<file path="config.mk">
export PLATFORM = sky130hd
export DESIGN_NAME = flv_tag_demuxer
export DESIGN_NICKNAME = d
export VERILOG_FILES = /design/src/hw/rtl/flvtd_pkg.sv /design/src/hw/rtl/flv_tag_demuxer.sv
export SDC_FILE = /design/constraint.sdc
export NUM_CORES = 1
export LEC_CHECK = 0
export BUFFER_PORTS_ARGS = -buffer_cell sky130_fd_sc_hd__buf_2
export CAP_MARGIN = 20
export CELL_PAD_IN_SITES_DETAIL_PLACEMENT = 1
export CELL_PAD_IN_SITES_GLOBAL_PLACEMENT = 1
export CORE_UTILIZATION = 51
export CTS_CLUSTER_DIAMETER = 30
export DETAILED_ROUTE_END_ITERATION = 12
export PLACE_DENSITY_LB_ADDON = 0.2
export SYNTH_ARGS = -nofsm -noshare
export SYNTH_HDL_FRONTEND = slang
export SYNTH_SLANG_ARGS = --single-unit
</file>
<file path="constraint.sdc">
create_clock -name i_clk -period 20 [get_ports i_clk]
set_input_delay 3 -clock i_clk [delete_from_list [all_inputs] [get_ports i_clk]]
set_output_delay 3 -clock i_clk [all_outputs]
set_load 0.05 [all_outputs]
</file>
<file path="src/hw/rtl/flvtd_pkg.sv">
package flvtd_pkg;

    localparam int unsigned BYTE_W     = 8;
    localparam int unsigned SIZE_W     = 24;
    localparam int unsigned TIME_W     = 32;
    localparam int unsigned TYPE_W     = 5;
    localparam int unsigned FIDX_W     = 4;
    localparam int unsigned POS_W      = 32;
    localparam int unsigned KIND_W     = 2;
    localparam int unsigned ERR_W      = 3;
    localparam int unsigned OUT_DATA_W = 72;

    localparam logic [SIZE_W-1:0] MAX_PAYLOAD_RST = 24'hFFFFFF;

    localparam logic [BYTE_W-1:0] SIG_F = 8'h46;
    localparam logic [BYTE_W-1:0] SIG_L = 8'h4C;
    localparam logic [BYTE_W-1:0] SIG_V = 8'h56;

    localparam logic [POS_W-1:0]  FILE_HDR_LEN  = 32'd9;
    localparam logic [POS_W-1:0]  OFFSET_START  = 32'd5;
    localparam logic [FIDX_W-1:0] TAG_HDR_LAST  = 4'd10;
    localparam logic [FIDX_W-1:0] SIZE_WORD_LAST = 4'd3;
    localparam logic [TIME_W-1:0] TAG_HDR_BYTES = 32'd11;
    localparam logic [TYPE_W-1:0] TYPE_MASK     = 5'h1F;

    typedef enum logic [5:0] {
        PH_SIG     = 6'b000001,
        PH_SKIP    = 6'b000010,
        PH_PREV0   = 6'b000100,
        PH_TAGHDR  = 6'b001000,
        PH_PAYLOAD = 6'b010000,
        PH_TRAILER = 6'b100000
    } t_phase;

    typedef enum logic [KIND_W-1:0] {
        KIND_PAYLOAD = 2'd0,
        KIND_TAG_OK  = 2'd1,
        KIND_ERROR   = 2'd2
    } t_kind;

    typedef enum logic [ERR_W-1:0] {
        ERR_NONE      = 3'd0,
        ERR_SIGNATURE = 3'd1,
        ERR_PREV0     = 3'd2,
        ERR_OVERSIZE  = 3'd3,
        ERR_TRAILER   = 3'd4,
        ERR_TRUNCATED = 3'd5
    } t_err;

endpackage

</file>
<file path="src/hw/rtl/flv_tag_demuxer.sv">
// FLV tag demuxer.
// Slave stream: one file byte per beat in s_axis_tdata; s_axis_tuser[0] high marks
// end of stream (no byte carried). Master stream: one result per beat; m_axis_tuser
// gives the kind (payload byte, tag complete, error), m_axis_tlast flags the final
// payload byte of a tag, m_axis_tdata carries byte, tag type, time, size and error.
// Config channel: i_cfg_data sets the largest payload size accepted; write only
// while the block is idle. o_cfg_ready is always high.
// A beat's result passes through the input register and then the result register.
// Throughput: one byte per cycle sustained while m_axis_tready stays high; the parse
// state updates in one pass of short logic between the two registers.
// Header bytes, skipped bytes and trailer bytes that produce no result are still
// accepted one at a time like every other byte.
// Reset (synchronous, active low) returns to the signature phase, clears all
// errors and sets the size limit to its maximum.
// When the receiver holds m_axis_tready low, the result register holds, one more
// beat waits in the input register, and then s_axis_tready drops.
// After an error result the block swallows all input until reset.
module flv_tag_demuxer
    import flvtd_pkg::*;
(
    input  logic                  i_clk,
    input  logic                  i_rst_n,
    // slave stream
    input  logic                  s_axis_tvalid,
    output logic                  s_axis_tready,
    input  logic [BYTE_W-1:0]     s_axis_tdata,  // [7:0] data_byte
    input  logic [0:0]            s_axis_tuser,  // [0] stream_end
    // master stream
    output logic                  m_axis_tvalid,
    input  logic                  m_axis_tready,
    // [7:0] payload_byte, [12:8] tag_type, [44:13] tag_time,
    // [68:45] payload_size, [71:69] error_code
    output logic [OUT_DATA_W-1:0] m_axis_tdata,
    output logic [KIND_W-1:0]     m_axis_tuser,  // [1:0] kind
    output logic                  m_axis_tlast,  // last_payload
    // config write
    input  logic                  i_cfg_valid,
    output logic                  o_cfg_ready,
    input  logic [SIZE_W-1:0]     i_cfg_data
);

    logic [SIZE_W-1:0] r_max_payload;

    logic              r_in_valid;
    logic [BYTE_W-1:0] r_in_byte;
    logic              r_in_end;

    t_phase              r_phase,       n_phase;
    logic [POS_W-1:0]    r_byte_pos,    n_byte_pos;
    logic [POS_W-1:0]    r_hdr_off,     n_hdr_off;
    logic [FIDX_W-1:0]   r_field_idx,   n_field_idx;
    logic [TYPE_W-1:0]   r_cur_type,    n_cur_type;
    logic [SIZE_W-1:0]   r_cur_size,    n_cur_size;
    logic [TIME_W-1:0]   r_cur_time,    n_cur_time;
    logic [SIZE_W-1:0]   r_pay_left,    n_pay_left;
    logic [TIME_W-1:0]   r_trl_acc,     n_trl_acc;
    logic                r_failed,      n_failed;

    logic                r_out_valid;
    t_kind               r_out_kind;
    logic [BYTE_W-1:0]   r_out_byte;
    logic [TYPE_W-1:0]   r_out_type;
    logic [TIME_W-1:0]   r_out_time;
    logic [SIZE_W-1:0]   r_out_size;
    logic                r_out_last;
    t_err                r_out_err;

    logic                w_adv;
    logic                w_emit;
    t_kind               w_kind;
    logic [BYTE_W-1:0]   w_byte;
    logic                w_last;
    t_err                w_err;
    logic [POS_W-1:0]    w_pos_inc;
    logic [TIME_W-1:0]   w_trl_shift;
    logic [SIZE_W-1:0]   w_pay_dec;

    assign o_cfg_ready   = 1'b1;
    assign w_adv         = r_in_valid && (!r_out_valid || m_axis_tready);
    assign s_axis_tready = !r_in_valid || w_adv;

    always_ff @(posedge i_clk) begin
        if (!i_rst_n) begin
            r_max_payload <= MAX_PAYLOAD_RST;
        end else if (i_cfg_valid && o_cfg_ready) begin
            r_max_payload <= i_cfg_data;
        end
    end

    // input register
    always_ff @(posedge i_clk) begin
        if (!i_rst_n) begin
            r_in_valid <= 1'b0;
        end else if (s_axis_tready) begin
            r_in_valid <= s_axis_tvalid;
        end
    end

    always_ff @(posedge i_clk) begin
        if (s_axis_tready && s_axis_tvalid) begin
            r_in_byte <= s_axis_tdata;
            r_in_end  <= s_axis_tuser[0];
        end
    end

    assign w_pos_inc   = r_byte_pos + 32'd1;
    assign w_trl_shift = {r_trl_acc[TIME_W-BYTE_W-1:0], r_in_byte};
    assign w_pay_dec   = r_pay_left - 24'd1;

    always_comb begin
        n_phase     = r_phase;
        n_byte_pos  = r_byte_pos;
        n_hdr_off   = r_hdr_off;
        n_field_idx = r_field_idx;
        n_cur_type  = r_cur_type;
        n_cur_size  = r_cur_size;
        n_cur_time  = r_cur_time;
        n_pay_left  = r_pay_left;
        n_trl_acc   = r_trl_acc;
        n_failed    = r_failed;
        w_emit      = 1'b0;
        w_kind      = KIND_ERROR;
        w_byte      = '0;
        w_last      = 1'b0;
        w_err       = ERR_NONE;

        if (r_failed) begin
            // swallow everything until reset
        end else if (r_in_end) begin
            if (!(r_phase == PH_TAGHDR && r_field_idx == '0)) begin
                n_failed = 1'b1;
                w_emit   = 1'b1;
                w_err    = ERR_TRUNCATED;
            end
        end else begin
            case (r_phase)
                PH_SIG: begin
                    if ((r_byte_pos == 32'd0 && r_in_byte != SIG_F) ||
                        (r_byte_pos == 32'd1 && r_in_byte != SIG_L) ||
                        (r_byte_pos == 32'd2 && r_in_byte != SIG_V)) begin
                        n_failed = 1'b1;
                        w_emit   = 1'b1;
                        w_err    = ERR_SIGNATURE;
                    end else begin
                        if (r_byte_pos >= OFFSET_START) begin
                            n_hdr_off = {r_hdr_off[POS_W-BYTE_W-1:0], r_in_byte};
                        end
                        n_byte_pos = w_pos_inc;
                        if (w_pos_inc == FILE_HDR_LEN) begin
                            n_phase     = (n_hdr_off > FILE_HDR_LEN) ? PH_SKIP : PH_PREV0;
                            n_field_idx = '0;
                            n_trl_acc   = '0;
                        end
                    end
                end
                PH_SKIP: begin
                    n_byte_pos = w_pos_inc;
                    if (w_pos_inc >= r_hdr_off) begin
                        n_phase     = PH_PREV0;
                        n_field_idx = '0;
                        n_trl_acc   = '0;
                    end
                end
                PH_PREV0: begin
                    n_trl_acc   = w_trl_shift;
                    n_field_idx = r_field_idx + 4'd1;
                    if (r_field_idx == SIZE_WORD_LAST) begin
                        if (w_trl_shift != '0) begin
                            n_failed = 1'b1;
                            w_emit   = 1'b1;
                            w_err    = ERR_PREV0;
                        end else begin
                            n_phase     = PH_TAGHDR;
                            n_field_idx = '0;
                        end
                    end
                end
                PH_TAGHDR: begin
                    case (r_field_idx)
                        4'd0: begin
                            n_cur_type = r_in_byte[TYPE_W-1:0] & TYPE_MASK;
                            n_cur_size = '0;
                            n_cur_time = '0;
                        end
                        4'd1, 4'd2, 4'd3: begin
                            n_cur_size = {r_cur_size[SIZE_W-BYTE_W-1:0], r_in_byte};
                        end
                        4'd4, 4'd5, 4'd6: begin
                            n_cur_time = {8'd0, r_cur_time[SIZE_W-BYTE_W-1:0], r_in_byte};
                        end
                        4'd7: begin
                            n_cur_time = {r_in_byte, r_cur_time[SIZE_W-1:0]};
                        end
                        default: begin
                        end
                    endcase
                    n_field_idx = r_field_idx + 4'd1;
                    if (r_field_idx == TAG_HDR_LAST) begin
                        n_field_idx = '0;
                        n_trl_acc   = '0;
                        if (r_cur_size > r_max_payload) begin
                            n_failed = 1'b1;
                            w_emit   = 1'b1;
                            w_err    = ERR_OVERSIZE;
                        end else begin
                            n_pay_left = r_cur_size;
                            n_phase    = (r_cur_size == '0) ? PH_TRAILER : PH_PAYLOAD;
                        end
                    end
                end
                PH_PAYLOAD: begin
                    n_pay_left = w_pay_dec;
                    w_emit     = 1'b1;
                    w_kind     = KIND_PAYLOAD;
                    w_byte     = r_in_byte;
                    if (w_pay_dec == '0) begin
                        n_phase     = PH_TRAILER;
                        n_field_idx = '0;
                        n_trl_acc   = '0;
                        w_last      = 1'b1;
                    end
                end
                PH_TRAILER: begin
                    n_trl_acc   = w_trl_shift;
                    n_field_idx = r_field_idx + 4'd1;
                    if (r_field_idx == SIZE_WORD_LAST) begin
                        n_field_idx = '0;
                        n_phase     = PH_TAGHDR;
                        w_emit      = 1'b1;
                        if (w_trl_shift != ({8'd0, r_cur_size} + TAG_HDR_BYTES)) begin
                            n_failed = 1'b1;
                            w_err    = ERR_TRAILER;
                        end else begin
                            w_kind = KIND_TAG_OK;
                        end
                    end
                end
                default: begin
                    n_phase = PH_SIG;
                end
            endcase
        end
    end

    always_ff @(posedge i_clk) begin
        if (!i_rst_n) begin
            r_phase     <= PH_SIG;
            r_byte_pos  <= '0;
            r_hdr_off   <= '0;
            r_field_idx <= '0;
            r_cur_type  <= '0;
            r_cur_size  <= '0;
            r_cur_time  <= '0;
            r_pay_left  <= '0;
            r_trl_acc   <= '0;
            r_failed    <= 1'b0;
        end else if (w_adv) begin
            r_phase     <= n_phase;
            r_byte_pos  <= n_byte_pos;
            r_hdr_off   <= n_hdr_off;
            r_field_idx <= n_field_idx;
            r_cur_type  <= n_cur_type;
            r_cur_size  <= n_cur_size;
            r_cur_time  <= n_cur_time;
            r_pay_left  <= n_pay_left;
            r_trl_acc   <= n_trl_acc;
            r_failed    <= n_failed;
        end
    end

    // result register
    always_ff @(posedge i_clk) begin
        if (!i_rst_n) begin
            r_out_valid <= 1'b0;
        end else if (w_adv && w_emit) begin
            r_out_valid <= 1'b1;
        end else if (m_axis_tready) begin
            r_out_valid <= 1'b0;
        end
    end

    always_ff @(posedge i_clk) begin
        if (w_adv && w_emit) begin
            r_out_kind <= w_kind;
            r_out_byte <= w_byte;
            r_out_type <= n_cur_type;
            r_out_time <= n_cur_time;
            r_out_size <= n_cur_size;
            r_out_last <= w_last;
            r_out_err  <= w_err;
        end
    end

    assign m_axis_tvalid = r_out_valid;
    assign m_axis_tuser  = r_out_kind;
    assign m_axis_tlast  = r_out_last;
    assign m_axis_tdata  = {r_out_err, r_out_size, r_out_time, r_out_type, r_out_byte};

`ifndef NO_ASSERTIONS
    a_failed_quiet: assert property (@(posedge i_clk) disable iff (!i_rst_n)
        (r_failed && !r_out_valid) |=> !r_out_valid)
        else $error("result produced after sticky error");

    a_err_code: assert property (@(posedge i_clk) disable iff (!i_rst_n)
        (r_out_valid && r_out_kind == KIND_ERROR) |-> (r_out_err != ERR_NONE))
        else $error("error result without error code");

    a_payload_left: assert property (@(posedge i_clk) disable iff (!i_rst_n)
        (r_phase == PH_PAYLOAD) |-> (r_pay_left != '0))
        else $error("payload phase with nothing left");

    a_tag_done: assert property (@(posedge i_clk) disable iff (!i_rst_n)
        (w_adv && w_emit && w_kind == KIND_TAG_OK) |=>
            (r_phase == PH_TAGHDR && r_field_idx == '0))
        else $error("tag complete without return to header");

    a_stall_src: assert property (@(posedge i_clk) disable iff (!i_rst_n)
        !s_axis_tready |-> (r_in_valid && r_out_valid))
        else $error("input stalled with free pipeline");
`endif

endmodule

</file>
## Word level (Yosys, flattened, before mapping)

Index checks and enable logic that the tools add are counted.

| cells by class | value |
|---|---|
| add/sub/neg operators | 4 |
| multipliers | 0 |
| divide/modulo/power cells | 0 |
| magnitude comparators | 4 |
| equality and inequality tests | 30 |
| shift operators | 0 |
| multiplexer cells | 80 |
| bitwise logic cells | 4 |
| reduce and logical (&&, ||, !) cells | 34 |

Operators by type and width:

| kind | number |
|---|---|
| two-way mux 32 bit | 9 |
| two-way mux 24 bit | 10 |
| case mux 24 bit (5 select lines) | 1 |
| case mux 24 bit (2 select lines) | 2 |
| case mux 32 bit (3 select lines) | 1 |
| case mux 32 bit (2 select lines) | 1 |
| two-way mux 6 bit | 10 |
| logical NOT 24 bit | 2 |
| case mux 6 bit (6 select lines) | 1 |
| adder 32 x 1 -> 32 bit (second input constant) | 1 |
| equality test 32 x 1 -> 1 bit (second input constant) | 1 |
| equality test 32 x 2 -> 1 bit (second input constant) | 1 |
| equality test 32 x 4 -> 1 bit (second input constant) | 1 |
| >= comparator 32 x 3 -> 1 bit (second input constant) | 1 |
| >= comparator 32 bit | 1 |
| > comparator 32 x 4 -> 1 bit (second input constant) | 1 |
| logical NOT 32 bit | 1 |
| two-way mux 4 bit | 8 |
| inequality test 32 x 25 -> 1 bit | 1 |
| nonzero test 32 bit | 1 |
| adder 24 x 4 -> 25 bit (second input constant) | 1 |
| > comparator 24 bit | 1 |
| inequality test 8 x 7 -> 1 bit (second input constant) | 3 |
| case mux 4 bit (6 select lines) | 1 |
| other kinds (37) | 95 |

| storage, ports and cells | value |
|---|---|
| bits in registers | 294 |
| latch bits | 0 |
| RAM bits | 0 |
| memory bits (read-only) | 0 |
| input port bits | 38 |
| output and inout port bits | 78 |
| logic and storage cells | 178 |
| memories kept | 0 |

## Depth between registers and ports, before layout

| logic depth | value |
|---|---|
| depth after elaboration | 13 |
| depth in mapped cells | 19 |
| gate-level depth less buffers | 16 |

## Worst setup path after synthesis

Ideal clock, no wire load.

| timing path | value |
|---|---|
| kind | input-to-reg |
| start point | in m_axis_tready |
| end point | reg r_out_last, in the netlist m_axis_tlast (enable) |
| library setup time | 0.626 ns |
| arrival time | 9.217 ns |
| data required time | 19.374 ns |
| path slack | 10.157 ns |
| stages | 4 |
| buffers on the path | 1 |
| path through | nor2b_1 > nand2b_1 > clkbuf_1 > o32ai_1 |

| between the ends | value |
|---|---|
| cells in the longest elaborated chain, start to end | 3 |

RTL lines:

| element | RTL line | source |
|---|---|---|
| start, declared | flv_tag_demuxer.sv:30 | `input logic m_axis_tready,` |
| logical OR 1 bit | flv_tag_demuxer.sv:79 | `assign w_adv = r_in_valid && (!r_out_valid \|\| m_axis_tready);` |
| logical AND 1 bit | flv_tag_demuxer.sv:79 |  |
| logical AND 1 bit | flv_tag_demuxer.sv:283 | `if (w_adv && w_emit) begin` |
| end signal, assigned | flv_tag_demuxer.sv:289 | `r_out_last <= w_last;` |
| end, declared | flv_tag_demuxer.sv:65 | `logic r_out_last;` |

No other way between the ends.
A chain may end at the register's enable or synchronous reset.

## Final worst setup path

| timing path | value |
|---|---|
| start point | in m_axis_tready |
| end point | out s_axis_tready |

| between the ends | value |
|---|---|
| cells in the longest elaborated chain, start to end | 3 |

RTL lines:

| element | RTL line | source |
|---|---|---|
| logical OR 1 bit | flv_tag_demuxer.sv:79 |  |
| logical AND 1 bit | flv_tag_demuxer.sv:79 |  |
| logical OR 1 bit | flv_tag_demuxer.sv:80 | `assign s_axis_tready = !r_in_valid \|\| w_adv;` |
| end, declared | flv_tag_demuxer.sv:25 | `output logic s_axis_tready,` |

No other way between the ends.

==> run summary <==
RUN STATUS
-------------------------------------------------------------------------------------
Outcome ................................................................    completed

GRT
-------------------------------------------------------------------------------------
Total grt overflow .....................................................            0
Wire length of the first global-routing pass ...........................     85900 µm
Met3 usage in global routing ...........................................        5.48%
Overall routing resource usage .........................................        33.0%
Vias in the first global route .........................................        15.4k
Global-route track usage on met1 .......................................        41.5%
Pin count of the biggest net entering global routing ...................          137
Most Crowded Layer GR ..................................................         met2
Number of antenna violations at the first check in global routing ......            0
Met2 usage in global routing ...........................................        56.1%

DIE
-------------------------------------------------------------------------------------
Y dimension of the die .................................................       181 µm
Chip width .............................................................       181 µm
Starting density of the core ...........................................        51.8%
Die Outline Area .......................................................    32700 µm²
Std-Cell Rows ..........................................................           65
Area of the core .......................................................    31500 µm²
Ports placed on the boundary ...........................................          116

SYNTHESIS
-------------------------------------------------------------------------------------
Synthesized instance count .............................................         1825
Dominant cells by area after synthesis ................................. dfxtp_1 (26%), edfxtp_1 (15%), ha_1 (5.2%)
Count of flip-flops with a built-in enable after synthesis .............           84
Distinct cell type count after synthesis ...............................           75
Top cell types by occurrence after synthesis ........................... dfxtp_1 (210), nand2_1 (161), clkbuf_1 (126), nor2_1 (107), o21ai_0 (100)
Most used DFF post-synth ...............................................      dfxtp_1
Synthesized flop and latch total .......................................          294
Most area-hungry cell type in the Yosys netlist ........................      dfxtp_1
Area share of the largest cell type after synthesis ....................        25.8%
Yosys warning total ....................................................            0
Net count of the mapped netlist ........................................         1931
Async set or reset register ratio after synthesis ......................           0%
Mean Syn Cell Area .....................................................     8.93 µm²
Post-synthesis instance area ...........................................    16300 µm²
Seq/Total Area, Yosys ..................................................        41.3%
Most repeated cell in the gate-level netlist after synthesis ...........      dfxtp_1

POWER
-------------------------------------------------------------------------------------
Peak VDD IR ............................................................  0.0000696 V
P per Cell Area ........................................................   101 nW/µm²
Static Leak ............................................................      8.47 nW
Overall power ..........................................................      1.96 mW

FINISH
-------------------------------------------------------------------------------------
Share of layout cells above drive strength 1 ...........................        14.3%
Final cell count without fillers .......................................         2343
Layout-stage area growth over the synthesis result .....................        18.8%
NumNets Final ..........................................................         1990
# diodes ...............................................................            0

CTS
-------------------------------------------------------------------------------------
Total of cells resized after clock tree synthesis ......................            0
Maximum count of clock buffers along a single path .....................            3
TritonCTS sink count ...................................................          294
Number of setup buffers added after CTS ................................            0
Post-CTS Hold Fix Bufs .................................................            0
Maximum level of the CTS H-tree ........................................            3
Clock-pin slew of the registers on the worst-case setup and hold paths .      0.04 ns
CTS buffer count .......................................................           70
Clock latency at the later pin of the worst-skew pair ..................      0.57 ns
Buffer type at the clock tree root .....................................    clkbuf_16
Clock tree from TritonCTS ..............................................          yes

TIMING
-------------------------------------------------------------------------------------
Setup repair after global routing missed its margin ....................           no
Post-route clock period utilization ....................................        33.9%
Relative max-transition margin .........................................        25.4%
Setup total negative slack .............................................         0 ns
Setup-violating endpoint count in the final report .....................            0
Number of max-slew violations in the final report ......................            0
Final hold viol count ..................................................            0
Worst-case clock skew ..................................................    0.0226 ns
Slew @ Worst Pin .......................................................      1.11 ns
Crit path time final ...................................................      6.79 ns
Max Fclk ...............................................................      147 MHz

ROUTING
-------------------------------------------------------------------------------------
Number of DRC violations after detailed routing ........................            0
Remaining antenna violation count after routing ........................            0
DR WL/cell .............................................................      23.1 µm
Wirelength, routed .....................................................     54200 µm
Vias ...................................................................        14.7k
Drt first pass iters ...................................................            6
Iteration-0 DRC count of the detailed router ...........................         1070
Vias per cell ..........................................................         6.26

CRITICAL PATH
-------------------------------------------------------------------------------------
Worst Path Max Fanout ..................................................            5
Kind of end point of the critical path .................................   output pin
WP data required .......................................................     17.00 ns
Worst r2r path cells ...................................................           16
Arrival time of data at the critical path endpoint .....................      3.79 ns
Worst setup path class ................................................. input port to output pin
Launching element type of the critical path ............................   input port

PLACEMENT
-------------------------------------------------------------------------------------
Post-DP HPWL ...........................................................     33300 µm
Post-Place Cells .......................................................         2213
Gpl congestion .........................................................        0.895
Number of buffers inserted by port buffering ...........................          114

WORST HOLD PATH
-------------------------------------------------------------------------------------
Class of the tightest hold or removal check ............................ flop to flop
WHS Path Cells .........................................................            2

RUN
-------------------------------------------------------------------------------------
Max-cap check violation count ..........................................            0

[cells by family (layout without fill, tap and decap cells)]
family | after synthesis | count (layout) | synth area share, %
and+or+nand+nor | 685 | 685 | 22.1
AOI/OAI and AO/OA | 409 | 409 | 18.0
DFF | 294 | 294 | 41.3
buffers and inverters | 227 | 343 | 5.40
xor gates and xnor gates | 97 | 97 | 5.21
adders and majority gates | 68 | 68 | 5.22
muxes | 44 | 44 | 2.75
other | 1 | 1 | 0.0230
[cell type report]
type	count	area (µm²)
repair buffers	129	697
clock inverters	41	435
inverters	85	319
flip-flops and latches	294	6730
fillers	3540	12100
well taps	402	503
clock buffers	88	1950
multi-input cells	1304	8740
[where the power goes]
| part | leakage, nW | switching, mW | total [mW] | internal, mW |
|---|---|---|---|---|
| Clock | 1.16 | 0.370 | 1.15 | 0.780 |
| Sequential | 2.50 | 0.0275 | 0.668 | 0.641 |
| Combinational | 4.81 | 0.0934 | 0.137 | 0.0435 |
| Total | 8.47 | 0.491 | 1.96 | 1.46 |
[layout by cell type, fill, tap and decap left out, types with 13 or more instances in the layout]
| cell type | netlist | final |
|---|---|---|
| nor2_1 | 107 | 107 |
| xnor2_1 | 60 | 60 |
| nand2b_1 | 66 | 65 |
| and3_1 | 17 | 17 |
| ha_1 | 68 | 68 |
| and2_1 | 63 | 63 |
| a31oi_1 | 13 | 13 |
| clkinv_2 | 0 | 13 |
| dfxtp_1 | 210 | 210 |
| mux2i_1 | 38 | 38 |
| nand4_1 | 32 | 32 |
| inv_1 | 85 | 85 |
| o211a_1 | 63 | 63 |
| nand2_1 | 161 | 161 |
| buf_2 | 7 | 113 |
| nor4_1 | 44 | 43 |
| o211ai_1 | 33 | 33 |
| nor2b_1 | 19 | 19 |
| buf_4 | 1 | 14 |
| nand3_1 | 60 | 60 |
| a22o_1 | 57 | 57 |
| xor2_1 | 37 | 37 |
| o21ai_0 | 100 | 100 |
| a21oi_1 | 60 | 60 |
| clkbuf_16 | 0 | 72 |
| nor3_1 | 45 | 45 |
| edfxtp_1 | 84 | 84 |
[registers in the layout, summed over array words and instances, names as in the netlist, 2 cells and up]
name	count
r_max_payload	24
m_axis_tuser	2
r_out_byte	8
r_cur_type	5
r_out_err	3
r_hdr_off	32
r_pay_left	24
r_byte_pos	32
r_phase	6
r_out_size	24
r_cur_time	32
r_field_idx	4
r_out_time	32
r_out_type	5
r_in_byte	8
r_trl_acc	24
r_cur_size	24
[worst paths after layout]
| path | start | to | slack [ns] |
|---|---|---|---|
| max reg2reg | r_byte_pos[0]$_SDFFE_PN0P_ | r_trl_acc[23]$_SDFFE_PN0P_ | 14.71 |
| max | m_axis_tready | s_axis_tready | 13.21 |
| min reg2reg | r_trl_acc[22]$_SDFFE_PN0P_ | r_trl_acc[22]$_SDFFE_PN0P_ | 0.47 |
| min | r_trl_acc[22]$_SDFFE_PN0P_ | r_trl_acc[22]$_SDFFE_PN0P_ | 0.47 |
[metrics by stage]
step                      hold WS (ns)  setup WS (ns)  area, µm²  util [%]
after floorplan                  0.438          10.16      16300         -
after global placement           0.447          13.34      17000      53.9
after detailed placement         0.464          13.22      17000      53.9
after CTS                        0.473          13.22      19400      61.5
after global routing             0.490          13.18      19400      61.5
final                            0.474          13.21      19400      61.5
[layer usage]
| layer | wire [µm] | vias to the layer above |
|---|---|---|
| li1 | - | 6706 |
| met1 | 23100 | 7307 |
| met2 | 26100 | 524 |
| met3 | 3170 | 132 |
| met4 | 1730 | 0 |
| met5 | 0 | - |
[worst max-delay path, stage by stage]
cell     delay [ns]
buf_2          0.10
nor2b_1        0.32
nand2_1        0.14
buf_2          0.23
Power figures use the tool's default switching activity.
